## src/sv/rbnu_pkg.sv

```systemverilog
// ============================================================================
// rbnu_pkg
// Shared types and constants for the row buffer with next-use replacement.
// ============================================================================
`default_nettype none

package rbnu_pkg;

    localparam int LINES_DEF   = 16;
    localparam int ROWS        = 64;
    localparam int ROW_NNZ     = 4;
    localparam int ROW_W       = 6;
    localparam int TAG_W       = 7;
    localparam int COL_W       = 16;
    localparam int DIST_W      = 16;
    localparam int NNZ_W       = 3;
    localparam int WAIT_W      = 8;
    localparam int LAT_RESET   = 10;

    localparam logic [TAG_W-1:0]  TAG_EMPTY = TAG_W'(ROWS);
    localparam logic [DIST_W-1:0] NO_USE    = {DIST_W{1'b1}};

    typedef enum logic [1:0] {
        STATUS_WAIT  = 2'd0,
        STATUS_HIT   = 2'd1,
        STATUS_FILL  = 2'd2,
        STATUS_DIST  = 2'd3
    } status_t;

    typedef enum logic [2:0] {
        ST_IDLE,
        ST_COUNT,
        ST_DECIDE,
        ST_NEXT,
        ST_VSCAN,
        ST_VWRITE,
        ST_OUT
    } state_t;

endpackage

`default_nettype wire

```

## src/sv/rbnu_ram.sv

```systemverilog
// ============================================================================
// rbnu_ram
// Generic single-write, single-read RAM with registered read data.
// ============================================================================
`default_nettype none

module rbnu_ram #(
    parameter int WIDTH = 8,
    parameter int DEPTH = 16
) (
    input  wire logic                     clk,
    input  wire logic                     we,
    input  wire logic [$clog2(DEPTH)-1:0] waddr,
    input  wire logic [WIDTH-1:0]         wdata,
    input  wire logic [$clog2(DEPTH)-1:0] raddr,
    output logic      [WIDTH-1:0]         rdata
);

    logic [WIDTH-1:0] mem [DEPTH];

    always_ff @(posedge clk)
    begin
        if (we)
        begin
            mem[waddr] <= wdata;
        end
        rdata <= mem[raddr];
    end

endmodule

`default_nettype wire

```

## src/sv/row_buffer_next_use_replacement_core.sv

```systemverilog
// ============================================================================
// row_buffer_next_use_replacement_core
// Row-tagged line buffer; misses fill after a programmable wait and replace
// the line whose row has the largest next-use distance.
// ============================================================================
// Distance write: written on the transfer; the result passes through ST_OUT
// into the output register. Request: one line scan plus one further scan per
// filled line (each through the shared compare unit and the line and distance
// RAMs); one request in flight, ready only when the sequencer is idle.
// Reset: all lines empty, all distances 65535, wait count 0, latency LAT_RESET.
`default_nettype none

module row_buffer_next_use_replacement_core
    import rbnu_pkg::*;
#(
    parameter int LINES = LINES_DEF
) (
    input  wire logic         clk,
    input  wire logic         rst_n,

    input  wire logic         cfg_wr_en,
    input  wire logic [7:0]   cfg_wr_data,

    input  wire logic         s_axis_tvalid,
    output logic              s_axis_tready,
    // row, distance, nnz, col_a, col_b, col_c, col_d, val_a, val_b, val_c, val_d
    input  wire logic [223:0] s_axis_tdata,
    // kind
    input  wire logic         s_axis_tuser,

    output logic              m_axis_tvalid,
    input  wire logic         m_axis_tready,
    // lines_filled
    output logic [7:0]        m_axis_tdata,
    // status
    output logic [1:0]        m_axis_tuser
);

    localparam int IDX_W  = $clog2(LINES);
    localparam int CNT_W  = $clog2(LINES + 1);
    localparam int LINE_W = TAG_W + COL_W;

    state_t state_reg, state_next;

    logic [WAIT_W-1:0] lat_reg, lat_next;
    logic [WAIT_W-1:0] wait_reg, wait_next;

    logic [ROW_W-1:0]  row_reg, row_next;
    logic [NNZ_W-1:0]  nnz_reg, nnz_next;
    logic [COL_W-1:0]  cols_reg [ROW_NNZ];
    logic [COL_W-1:0]  cols_next [ROW_NNZ];
    logic [ROW_NNZ-1:0] found_reg, found_next;

    logic [CNT_W-1:0]  count_reg, count_next;
    logic [NNZ_W-1:0]  elem_reg, elem_next;
    logic [NNZ_W-1:0]  filled_reg, filled_next;
    logic [1:0]        res_status_reg, res_status_next;

    logic              issue_on_reg, issue_on_next;
    logic [IDX_W-1:0]  issue_idx_reg, issue_idx_next;
    logic              p1_vld_reg;
    logic [IDX_W-1:0]  p1_idx_reg;
    logic              p2_vld_reg;
    logic [IDX_W-1:0]  p2_idx_reg;
    logic [TAG_W-1:0]  p2_tag_reg;
    logic [COL_W-1:0]  p2_col_reg;

    logic [DIST_W-1:0] best_d_reg, best_d_next;
    logic [COL_W-1:0]  best_c_reg, best_c_next;
    logic [IDX_W-1:0]  victim_reg, victim_next;

    logic [LINES-1:0]  line_valid_reg, line_valid_next;
    logic [ROWS-1:0]   dist_valid_reg, dist_valid_next;

    logic              out_valid_reg, out_valid_next;
    logic [1:0]        out_status_reg, out_status_next;
    logic [NNZ_W-1:0]  out_filled_reg, out_filled_next;

    logic              line_we;
    logic [LINE_W-1:0] line_rdata;
    logic              dist_we;
    logic [DIST_W-1:0] dist_rdata;

    logic [TAG_W-1:0]  p1_tag;
    logic [COL_W-1:0]  p1_col;
    logic [DIST_W-1:0] p2_dist;
    logic              p2_last;
    logic              p2_same_row;
    logic              in_xfer;
    logic [NNZ_W-1:0]  in_nnz;
    logic [WAIT_W-1:0] wait_inc;

    assign in_xfer  = s_axis_tvalid && s_axis_tready;
    assign in_nnz   = (s_axis_tdata[24:22] > NNZ_W'(ROW_NNZ)) ? NNZ_W'(ROW_NNZ)
                                                              : s_axis_tdata[24:22];
    assign wait_inc = wait_reg + WAIT_W'(1);

    assign s_axis_tready = (state_reg == ST_IDLE);
    assign m_axis_tvalid = out_valid_reg;
    assign m_axis_tuser  = out_status_reg;
    assign m_axis_tdata  = {5'b0, out_filled_reg};

    rbnu_ram #(
        .WIDTH (LINE_W),
        .DEPTH (LINES)
    ) u_line_ram (
        .clk   (clk),
        .we    (line_we),
        .waddr (victim_reg),
        .wdata ({TAG_W'(row_reg), cols_reg[elem_reg[1:0]]}),
        .raddr (issue_idx_reg),
        .rdata (line_rdata)
    );

    rbnu_ram #(
        .WIDTH (DIST_W),
        .DEPTH (ROWS)
    ) u_dist_ram (
        .clk   (clk),
        .we    (dist_we),
        .waddr (s_axis_tdata[5:0]),
        .wdata (s_axis_tdata[21:6]),
        .raddr (p1_tag[ROW_W-1:0]),
        .rdata (dist_rdata)
    );

    // empty lines read as their reset contents
    assign p1_tag = line_valid_reg[p1_idx_reg] ? line_rdata[LINE_W-1:COL_W] : TAG_EMPTY;
    assign p1_col = line_valid_reg[p1_idx_reg] ? line_rdata[COL_W-1:0] : COL_W'(p1_idx_reg);

    assign p2_dist = (p2_tag_reg >= TAG_EMPTY)          ? NO_USE :
                     dist_valid_reg[p2_tag_reg[ROW_W-1:0]] ? dist_rdata : NO_USE;
    assign p2_last     = p2_vld_reg && (p2_idx_reg == IDX_W'(LINES - 1));
    assign p2_same_row = (p2_tag_reg == TAG_W'(row_reg));

    always_comb
    begin
        state_next      = state_reg;
        lat_next        = lat_reg;
        wait_next       = wait_reg;
        row_next        = row_reg;
        nnz_next        = nnz_reg;
        cols_next       = cols_reg;
        found_next      = found_reg;
        count_next      = count_reg;
        elem_next       = elem_reg;
        filled_next     = filled_reg;
        res_status_next = res_status_reg;
        issue_on_next   = issue_on_reg;
        issue_idx_next  = issue_idx_reg;
        best_d_next     = best_d_reg;
        best_c_next     = best_c_reg;
        victim_next     = victim_reg;
        line_valid_next = line_valid_reg;
        dist_valid_next = dist_valid_reg;
        out_valid_next  = out_valid_reg;
        out_status_next = out_status_reg;
        out_filled_next = out_filled_reg;
        line_we         = 1'b0;
        dist_we         = 1'b0;

        if (cfg_wr_en)
        begin
            lat_next = cfg_wr_data;
        end

        if (out_valid_reg && m_axis_tready)
        begin
            out_valid_next = 1'b0;
        end

        if (issue_on_reg)
        begin
            if (issue_idx_reg == IDX_W'(LINES - 1))
            begin
                issue_on_next = 1'b0;
            end
            else
            begin
                issue_idx_next = issue_idx_reg + IDX_W'(1);
            end
        end

        case (state_reg)
            ST_IDLE:
            begin
                if (in_xfer)
                begin
                    row_next = s_axis_tdata[5:0];
                    nnz_next = in_nnz;
                    for (int i = 0; i < ROW_NNZ; i++)
                    begin
                        cols_next[i] = s_axis_tdata[25 + COL_W*i +: COL_W];
                    end
                    filled_next = '0;
                    if (s_axis_tuser)
                    begin
                        dist_we = 1'b1;
                        dist_valid_next[s_axis_tdata[5:0]] = 1'b1;
                        res_status_next = STATUS_DIST;
                        state_next = ST_OUT;
                    end
                    else
                    begin
                        found_next     = '0;
                        count_next     = '0;
                        issue_on_next  = 1'b1;
                        issue_idx_next = '0;
                        state_next     = ST_COUNT;
                    end
                end
            end
            ST_COUNT:
            begin
                if (p2_vld_reg && p2_same_row)
                begin
                    count_next = count_reg + CNT_W'(1);
                    for (int i = 0; i < ROW_NNZ; i++)
                    begin
                        if (p2_col_reg == cols_reg[i])
                        begin
                            found_next[i] = 1'b1;
                        end
                    end
                end
                if (p2_last)
                begin
                    state_next = ST_DECIDE;
                end
            end
            ST_DECIDE:
            begin
                if (count_reg == CNT_W'(nnz_reg))
                begin
                    res_status_next = STATUS_HIT;
                    state_next      = ST_OUT;
                end
                else if (wait_inc != lat_reg)
                begin
                    wait_next       = wait_inc;
                    res_status_next = STATUS_WAIT;
                    state_next      = ST_OUT;
                end
                else
                begin
                    wait_next  = '0;
                    elem_next  = '0;
                    state_next = ST_NEXT;
                end
            end
            ST_NEXT:
            begin
                if (elem_reg < nnz_reg)
                begin
                    if (!found_reg[elem_reg[1:0]])
                    begin
                        best_d_next    = '0;
                        best_c_next    = '0;
                        victim_next    = '0;
                        issue_on_next  = 1'b1;
                        issue_idx_next = '0;
                        state_next     = ST_VSCAN;
                    end
                    else
                    begin
                        elem_next = elem_reg + NNZ_W'(1);
                    end
                end
                else
                begin
                    res_status_next = STATUS_FILL;
                    state_next      = ST_OUT;
                end
            end
            ST_VSCAN:
            begin
                if (p2_vld_reg && !p2_same_row)
                begin
                    if (p2_dist > best_d_reg)
                    begin
                        best_d_next = p2_dist;
                        best_c_next = p2_col_reg;
                        victim_next = p2_idx_reg;
                    end
                    else if (p2_dist == best_d_reg && p2_col_reg < best_c_reg)
                    begin
                        best_c_next = p2_col_reg;
                        victim_next = p2_idx_reg;
                    end
                end
                if (p2_last)
                begin
                    state_next = ST_VWRITE;
                end
            end
            ST_VWRITE:
            begin
                line_we = 1'b1;
                line_valid_next[victim_reg] = 1'b1;
                filled_next = filled_reg + NNZ_W'(1);
                elem_next   = elem_reg + NNZ_W'(1);
                state_next  = ST_NEXT;
            end
            ST_OUT:
            begin
                if (!out_valid_reg || m_axis_tready)
                begin
                    out_valid_next  = 1'b1;
                    out_status_next = res_status_reg;
                    out_filled_next = filled_reg;
                    state_next      = ST_IDLE;
                end
            end
            default:
            begin
                state_next = ST_IDLE;
            end
        endcase
    end

    always_ff @(posedge clk or negedge rst_n)
    begin
        if (!rst_n)
        begin
            state_reg      <= ST_IDLE;
            lat_reg        <= WAIT_W'(LAT_RESET);
            wait_reg       <= '0;
            issue_on_reg   <= 1'b0;
            issue_idx_reg  <= '0;
            p1_vld_reg     <= 1'b0;
            p2_vld_reg     <= 1'b0;
            line_valid_reg <= '0;
            dist_valid_reg <= '0;
            out_valid_reg  <= 1'b0;
        end
        else
        begin
            state_reg      <= state_next;
            lat_reg        <= lat_next;
            wait_reg       <= wait_next;
            issue_on_reg   <= issue_on_next;
            issue_idx_reg  <= issue_idx_next;
            p1_vld_reg     <= issue_on_reg;
            p2_vld_reg     <= p1_vld_reg;
            line_valid_reg <= line_valid_next;
            dist_valid_reg <= dist_valid_next;
            out_valid_reg  <= out_valid_next;
        end
    end

    always_ff @(posedge clk)
    begin
        row_reg        <= row_next;
        nnz_reg        <= nnz_next;
        cols_reg       <= cols_next;
        found_reg      <= found_next;
        count_reg      <= count_next;
        elem_reg       <= elem_next;
        filled_reg     <= filled_next;
        res_status_reg <= res_status_next;
        best_d_reg     <= best_d_next;
        best_c_reg     <= best_c_next;
        victim_reg     <= victim_next;
        out_status_reg <= out_status_next;
        out_filled_reg <= out_filled_next;
        p1_idx_reg     <= issue_idx_reg;
        p2_idx_reg     <= p1_idx_reg;
        p2_tag_reg     <= p1_tag;
        p2_col_reg     <= p1_col;
    end

    a_filled_only_on_fill: assert property (@(posedge clk) disable iff (!rst_n)
        out_valid_reg && (out_status_reg != STATUS_FILL) |-> out_filled_reg == '0)
        else $error("lines filled reported without a fill");

    a_filled_bound: assert property (@(posedge clk) disable iff (!rst_n)
        out_valid_reg |-> out_filled_reg <= NNZ_W'(ROW_NNZ))
        else $error("more lines filled than elements");

    a_victim_marked: assert property (@(posedge clk) disable iff (!rst_n)
        state_reg == ST_VWRITE |=> line_valid_reg[$past(victim_reg)])
        else $error("replaced line not marked valid");

    a_wait_cleared: assert property (@(posedge clk) disable iff (!rst_n)
        state_reg == ST_DECIDE && state_next == ST_NEXT |=> wait_reg == '0)
        else $error("wait count not cleared on fill");

    a_scan_idle: assert property (@(posedge clk) disable iff (!rst_n)
        state_reg == ST_IDLE |-> !issue_on_reg && !p2_vld_reg)
        else $error("line scan running while idle");

endmodule

`default_nettype wire

```

## config.mk

```make
export PLATFORM = sky130hd
export DESIGN_NAME = row_buffer_next_use_replacement_core
export DESIGN_NICKNAME = d
export VERILOG_FILES = /design/src/sv/rbnu_pkg.sv /design/src/sv/rbnu_ram.sv /design/src/sv/row_buffer_next_use_replacement_core.sv
export SDC_FILE = /design/constraint.sdc
export NUM_CORES = 2
export LEC_CHECK = 0
export ABC_AREA = 1
export BUFFER_PORTS_ARGS = -buffer_cell sky130_fd_sc_hd__buf_2
export CAP_MARGIN = 15
export CORE_MARGIN = 4
export CORE_UTILIZATION = 62
export CTS_CLUSTER_SIZE = 40
export DETAILED_ROUTE_END_ITERATION = 16
export MAX_ROUTING_LAYER = met4
export PLACE_DENSITY_LB_ADDON = 0.15
export SLEW_MARGIN = 20
export SYNTH_ARGS = -nofsm -noshare
export SYNTH_HDL_FRONTEND = slang
export SYNTH_SLANG_ARGS = --single-unit
```

## constraint.sdc

```tcl
create_clock -name clk -period 6.7 [get_ports clk]
set_input_delay 0.67 -clock clk [delete_from_list [all_inputs] [get_ports clk]]
set_output_delay 0.67 -clock clk [all_outputs]
set_load 0.005 [all_outputs]
```

* Word level (Yosys, flattened, before mapping) *
Memories as Yosys holds them, arrays and structs flattened. A register that Yosys moved wholly into a read port is not among the register bits.
Index checks and enable logic that the tools add are counted.

storage, ports and cells
  bits in registers = 292
  bits in latches = 0
  RAM bits = 1,376
  memory bits (read-only) = 0
  input port bits = 238
  output and inout bits = 12
  logic and storage cells = 223
  memories kept = 2

memory list
  memory          depth  width  rd ports  clocked after Yosys merged registers in  write ports  RTL line        source
  u_dist_ram.mem  64     16     1         1                                        1            rbnu_ram.sv:19  logic [WIDTH-1:0] mem [DEPTH];
  u_line_ram.mem  16     22     1         1                                        1            rbnu_ram.sv:19

cells by class
  add/subtract/negate cells = 5
  multipliers = 0
  divide/modulo/power cells = 0
  $lt $le $gt $ge = 13
  equality and inequality tests = 38
  shift operators = 0
  mux-type cells = 93
  bitwise operators = 4
  reductions and logical operators = 32

operators with widths
  kind                                                count
  2-to-1 mux 16 bit                                   11
  == test 16 bit                                      5
  bitwise OR 64 bit                                   1
  case mux 16 bit (2 select lines)                    2
  2-to-1 mux 4 bit                                    15
  AND reduction 5 bit                                 9
  2-to-1 mux 3 bit                                    14
  != test 2 bit, second input constant                17
  binary-select mux 16 bit (select 2 bit)             1
  2-to-1 mux 1 bit                                    26
  case mux 4 bit (2 select lines)                     3
  case mux 3 bit (7 select lines)                     1
  > comparator 16 bit                                 1
  < comparator 16 bit                                 1
  bitwise OR 16 bit                                   1
  2-to-1 mux 5 bit                                    3
  < comparator 6 x 7 -> 1 bit, second input constant  2
  < comparator 4 x 5 -> 1 bit, second input constant  2
  2-to-1 mux 2 bit                                    5
  case mux 5 bit (2 select lines)                     1
  == test 3 bit, second input constant                3
  != test 3 bit, second input constant                3
  case mux 3 bit (3 select lines)                     1
  adder 8 x 1 -> 8 bit, second input constant         1
  other kinds (38)                                    56

* Longest topological paths before layout *
  depth after elaboration = 10
  mapped depth = 23
  depth with buffers taken out = 21

* Cells and area by module *
From an unflattened synthesis, not the netlist that was laid out.

second synthesis, totals
  cell total of the unflattened synthesis = 6,459
  area total of the unflattened synthesis = 71,720.0 um2

by module, submodules not included
  module                                times used  cells each  area each (um2)  sequential area each (um2)
  rbnu_ram at u_dist_ram                1           3,518       42,091.6         31,069.8
  rbnu_ram at u_line_ram                1           1,531       16,354.4         11,511.0
  row_buffer_next_use_replacement_core  1           1,410       13,274.0         7,234.4

* Worst setup path after synthesis *
OpenSTA, ideal clock, no wires.

  path kind = register to register
  start = register state_reg[2]
  end = memory u_dist_ram.mem[16][0] in the netlist's numbering (enable)
  library setup time = 0.389 ns
  arrival time = 5.554 ns
  data required time = 6.311 ns
  path slack = 0.756 ns
  cell stages (with the launch flop) = 9
  path buffers = 1
  clock period less this slack = 5.944 ns
  path through = dfrtp_1 > clkbuf_1 > inv_1 > nand2_1 > nor2_1 > inv_1 > nor2_2 > nand4_1 > nor2_1

between the ends
  word-level cells in the longest chain between the ends = 6

ends and longest elaborated chain
  element                                     RTL line                                                                                 source
  start, declared                             row_buffer_next_use_replacement_core.sv:43                                               state_t state_reg, state_next;
  start signal, assigned                      row_buffer_next_use_replacement_core.sv:338                                              state_reg <= state_next;
  zero test 3 bit (*)                         row_buffer_next_use_replacement_core.sv:98, row_buffer_next_use_replacement_core.sv:184
  logical AND 1 bit                           row_buffer_next_use_replacement_core.sv:93                                               assign in_xfer = s_axis_tvalid && s_axis_tready;
  2-to-1 mux 1 bit                            row_buffer_next_use_replacement_core.sv:187                                              if (in_xfer)
  2-to-1 mux 1 bit (*)                        row_buffer_next_use_replacement_core.sv:184                                              case (state_reg)
  2-to-1 mux 1 bit (*)                        rbnu_ram.sv:23                                                                           if (we)
  2-to-1 mux 1 bit (implied by the code) (*)  rbnu_ram.sv:25                                                                           mem[waddr] <= wdata;
  end, declared                               rbnu_ram.sv:19

Every way passes the cells marked *; elsewhere a longest branch is shown, timed or not.

* Final worst setup path *
  start = register p2_tag_reg[0]
  end = register victim_reg[1] (enable)

between the ends
  word-level cells in the longest chain between the ends = 8
  elaborated cells between the ends (all ways) = 14
  those cells by class = order compare (2); eq/ne (4); mux (4); reduce/logical (4)

ends and longest elaborated chain
  element                                                      RTL line                                     source
  start, declared                                              row_buffer_next_use_replacement_core.sv:65   logic [TAG_W-1:0] p2_tag_reg;
  start signal, assigned                                       row_buffer_next_use_replacement_core.sv:368  p2_tag_reg <= p1_tag;
  binary-select mux 1 bit (select 6 bit)                       row_buffer_next_use_replacement_core.sv:132  dist_valid_reg[p2_tag_reg[ROW_W-1:0]] ? dist_rdata : NO_USE;
  2-to-1 mux 1 bit (implied by the code)                       row_buffer_next_use_replacement_core.sv:132
  2-to-1 mux 16 bit                                            row_buffer_next_use_replacement_core.sv:132
  2-to-1 mux 16 bit (*)                                        row_buffer_next_use_replacement_core.sv:131  assign p2_dist = (p2_tag_reg >= TAG_EMPTY) ? NO_USE :
  via p2_dist[15]                                              row_buffer_next_use_replacement_core.sv:86   logic [DIST_W-1:0] p2_dist;
  branches (longest 2 deep; another with > comparator 16 bit)  --
  != test 3 bit (no source line) (*)                           --
  AND reduction 5 bit (no source line) (*)                     --
  end signal, assigned                                         row_buffer_next_use_replacement_core.sv:363  victim_reg <= victim_next;
  end, declared                                                row_buffer_next_use_replacement_core.sv:70   logic [IDX_W-1:0] victim_reg, victim_next;

Mark *: on every way through the listed nets, which the timed path passes. The select of a mux whose other input is x is not followed.
A chain may end at the register's enable or synchronous reset.

==> flow_summary.json <==
{
  "clock-sinks": 1683,
  "power_density_mw_per_mm2": 462.8,
  "ios": 250,
  "hold_path.class": "in2reg",
  "rows": 124,
  "cts_tree": "done",
  "dp_hpwl_mm": 97.17,
  "coreArea_mm2": 0.1145,
  "reg.largest.list": "u_dist_ram.mem: 1024 flops, u_line_ram.mem: 352 flops",
  "clk_path_buf_depth": 3,
  "power_mw": 36.62,
  "dp.cells": 7596,
  "clock_latency_ns": 0.79,
  "grt_max_degree": 207,
  "drt_wl_total_mm": 179.0,
  "relSlewSlack": 0.2376,
  "start_util": 0.6253,
  "cp-start-kind": "flop",
  "die_x_um": 347.8,
  "rsz0062_at_grt": "no",
  "async_reset_ff_frac": 0.06358,
  "crit_type": "reg2reg",
  "hold_slack_ns": 0.05844,
  "path_cells": "buf_4, inv_2, a21oi_1, o21ai_0, o211ai_1, nand3_1, nand3_1, nand3_1, nand2_1, nand3b_1, ha_1, nand2_1, nor4_1, nand3_1, a2111oi_0, nand3_1, nand2_1",
  "drtIter0Drc": 5615,
  "setup_tns_ns": 0,
  "grt_pass1_vias": 46200,
  "ys.flop_type": "edfxtp_1",
  "worst_pin_slew_ns": 1.142,
  "path_max_fanout": 36,
  "largest_reg_flops": 1024,
  "required_ns": 7.10,
  "post-place-ws_ns": 1.743,
  "ctsHtreeMaxLevel": 4,
  "dr.pass1.iters": 7,
  "cpLargestDelayFamily": "simple AND/OR/NAND/NOR gates",
  "yosysUniqueCellTypes": 48,
  "cap_viol_max_count": 0,
  "regMostFlops": "u_dist_ram.mem",
  "cts_inserted_buffers": 168,
  "yosysSeqAreaShare": 0.6888,
  "routedWlPerCell_um": 22.61,
  "setup_viol": 0,
  "layout_min_cycle_time_ns": 5.081,
  "grtUsageTotal": 0.3016,
  "path_buf_inv": 2,
  "post-route-period-util": 0.7584,
  "crit_path_max_incr_delay_ns": 0.70,
  "chipHeight_um": 347.8,
  "synth_seq_cells": 1683,
  "nNetsFinal": 6531,
  "clock_skew_ns": 0.03110,
  "avgSynthCellArea_um2": 11.51,
  "cellLeakagePower_nw": 30.43,
  "cp-end-kind": "flop",
  "max_freq_ghz": 0.1968,
  "io_buffers": 109,
  "hold_viol": 0,
  "clkSlewWorstSetupHoldPaths_ns": 0.06,
  "post-route-drc-count": 0,
  "slew_viol_final": 0,
  "syn_area_mm2": 0.07160,
  "status": "finished clean",
  "post_cts_buffers": 0,
  "antenna_found_initial": 6,
  "grt_pass1_wl_mm": 270.3,
  "drive_gt1_frac": 0.1079,
  "vias_per_cell": 6.012,
  "dieArea_mm2": 0.1210,
  "fin_cells": 7915,
  "synth-edff-count": 1507,
  "placed_area_mm2": 0.07366,
  "vias": 47585,
  "overflow": 0,
  "crit_path_top_delay_cell": "nand2_1",
  "netlist_instances": 6218,
  "place.gp.congestion": 0.8869,
  "areaGrowthSynthToFinish_pct": 10.52,
  "antenna_left": 0,
  "crit_top_cell": "nand3_1",
  "peakVddDrop_mv": 0.6968,
  "cp.arrival_ns": 5.48,
  "final_cell_area_mm2": 0.07913,
  "final_util": 0.6911,
  "ys_warn_count": 0,
  "fin_ws_ns": 1.619,
  "cts_root_buf": "clkbuf_16"
}
## metal layers
| metal | GRT usage | wire, µm | share of wire |
|---|---|---|---|
| met4 | 0.1205 | 6613 | 0.037 |
| met1 | 0.3957 | 71050 | 0.40 |
| met2 | 0.4714 | 84930 | 0.47 |
| met3 | 0.05783 | 16380 | 0.092 |
| met5 | - | 0 | 0 |
## kinds of logic after synthesis
kind of cell	Yosys count	share of synthesized area
AOI/OAI and AO/OA	679	0.05676
xor gates and xnor gates	56	0.006850
adders and majority gates	38	0.006641
buffers and inverters	1173	0.06580
DFF	1683	0.6888
muxes	1	0.0001573
other	1	0.00005238
and+or+nand+nor	2587	0.1750
## placed cells by master (no fill, tap or decap), drive strengths merged, types with 9 or more instances in the layout
master      n
edfxtp   1507
nand3    1069
inv       778
nand2     606
nor2      455
o21ai     332
buf       259
nand3b    245
clkbuf    231
or2       170
o22ai     118
o2111ai   113
dfrtp     105
a21oi      80
dfxtp      69
clkinv     64
ha         38
xor2       30
xnor2      26
nand4      23
o211ai     13
nor4       10
bufinv      9
## repair_timing
| action | CTS | global route |
|---|---|---|
| endpoints found under the setup margin | 0 | 0 |
| resized for setup | 0 | 0 |
| hold buffers | 1 | 0 |
| endpoints found under the hold margin | 40 | 0 |
## synth_stat cells, types with 2 or more instances
cell | n | area [µm²]
clkbuf_1 | 188 | 705.7
o21a_1 | 4 | 30.03
dfxtp_1 | 69 | 1381
nor3b_1 | 3 | 22.52
xnor2_1 | 26 | 227.7
inv_2 | 6 | 22.52
buf_6 | 3 | 33.78
buf_4 | 22 | 165.2
a22oi_1 | 8 | 60.06
xor2_1 | 30 | 262.8
o211ai_1 | 13 | 97.59
edfxtp_1 | 1507 | 45250
nand3_2 | 2 | 20.02
buf_1 | 24 | 90.09
dfstp_2 | 2 | 52.55
o22ai_1 | 118 | 738.2
or2_2 | 145 | 907.1
clkinv_1 | 3 | 11.26
a21oi_1 | 80 | 400.4
o21ai_1 | 7 | 35.03
nand3b_1 | 245 | 1839
a2111oi_0 | 2 | 17.52
nor4_1 | 10 | 62.56
nand2_1 | 602 | 2260
dfrtp_1 | 105 | 2628
buf_2 | 160 | 800.8
nand3_1 | 1067 | 5340
nor3_1 | 6 | 30.03
o2111ai_1 | 113 | 989.7
nand2_2 | 2 | 12.51
nand2_4 | 2 | 22.52
ha_1 | 38 | 475.5
a211oi_1 | 2 | 15.01
a31oi_1 | 2 | 12.51
inv_1 | 766 | 2875
nor2_1 | 454 | 1704
o21ai_0 | 325 | 1627
or2_1 | 25 | 156.4
nand4_1 | 23 | 143.9
## power by group
part / switching (mW) / internal (mW)
registers: 0.535 / 12.5
clock network: 3.94 / 5.27
logic: 10.6 / 3.81
total: 15.0 / 21.6
## worst reg2reg max path: stages, from the launching register on
cell	delay (ns)
dfxtp_1	0.31
buf_4	0.30
inv_2	0.31
a21oi_1	0.20
o21ai_0	0.12
o211ai_1	0.13
nand3_1	0.13
nand3_1	0.11
nand3_1	0.08
nand2_1	0.46
nand3b_1	0.19
ha_1	0.34
nand2_1	0.07
nor4_1	0.40
nand3_1	0.32
a2111oi_0	0.37
nand3_1	0.13
nand2_1	0.70
## path summary, 6_finish.rpt
path	from	endpoint	slack (ns)	cells past startpoint
max	p2_tag_reg[0]$_DFF_P_	victim_reg[1]$_SDFFCE_PN0P_	1.62	17
min	s_axis_tdata[56]	cols_reg[47]$_DFFE_PP_	0.06	1
max reg2reg	p2_tag_reg[0]$_DFF_P_	victim_reg[1]$_SDFFCE_PN0P_	1.62	17
min reg2reg	p1_vld_reg$_DFF_PN0_	p2_vld_reg$_DFF_PN0_	0.36	0
max in group asynchronous	rst_n	dist_valid_reg[43]$_DFFE_PN0P_	4.93	3
min in group asynchronous	rst_n	m_axis_tvalid$_DFF_PN0_	0.46	2
## final cells by class
| class | count | area [µm²] |
|---|---|---|
| inverter | 776 | 2928 |
| tap | 1512 | 1892 |
| multi-input combinational | 3366 | 17700 |
| antenna | 6 | 15.01 |
| fill | 8065 | 35370 |
| clock buffer | 231 | 4690 |
| sequential | 1683 | 49330 |
| clock inverter | 81 | 738.2 |
| timing repair buffer | 260 | 1834 |
(Power assumes the default switching activity.)
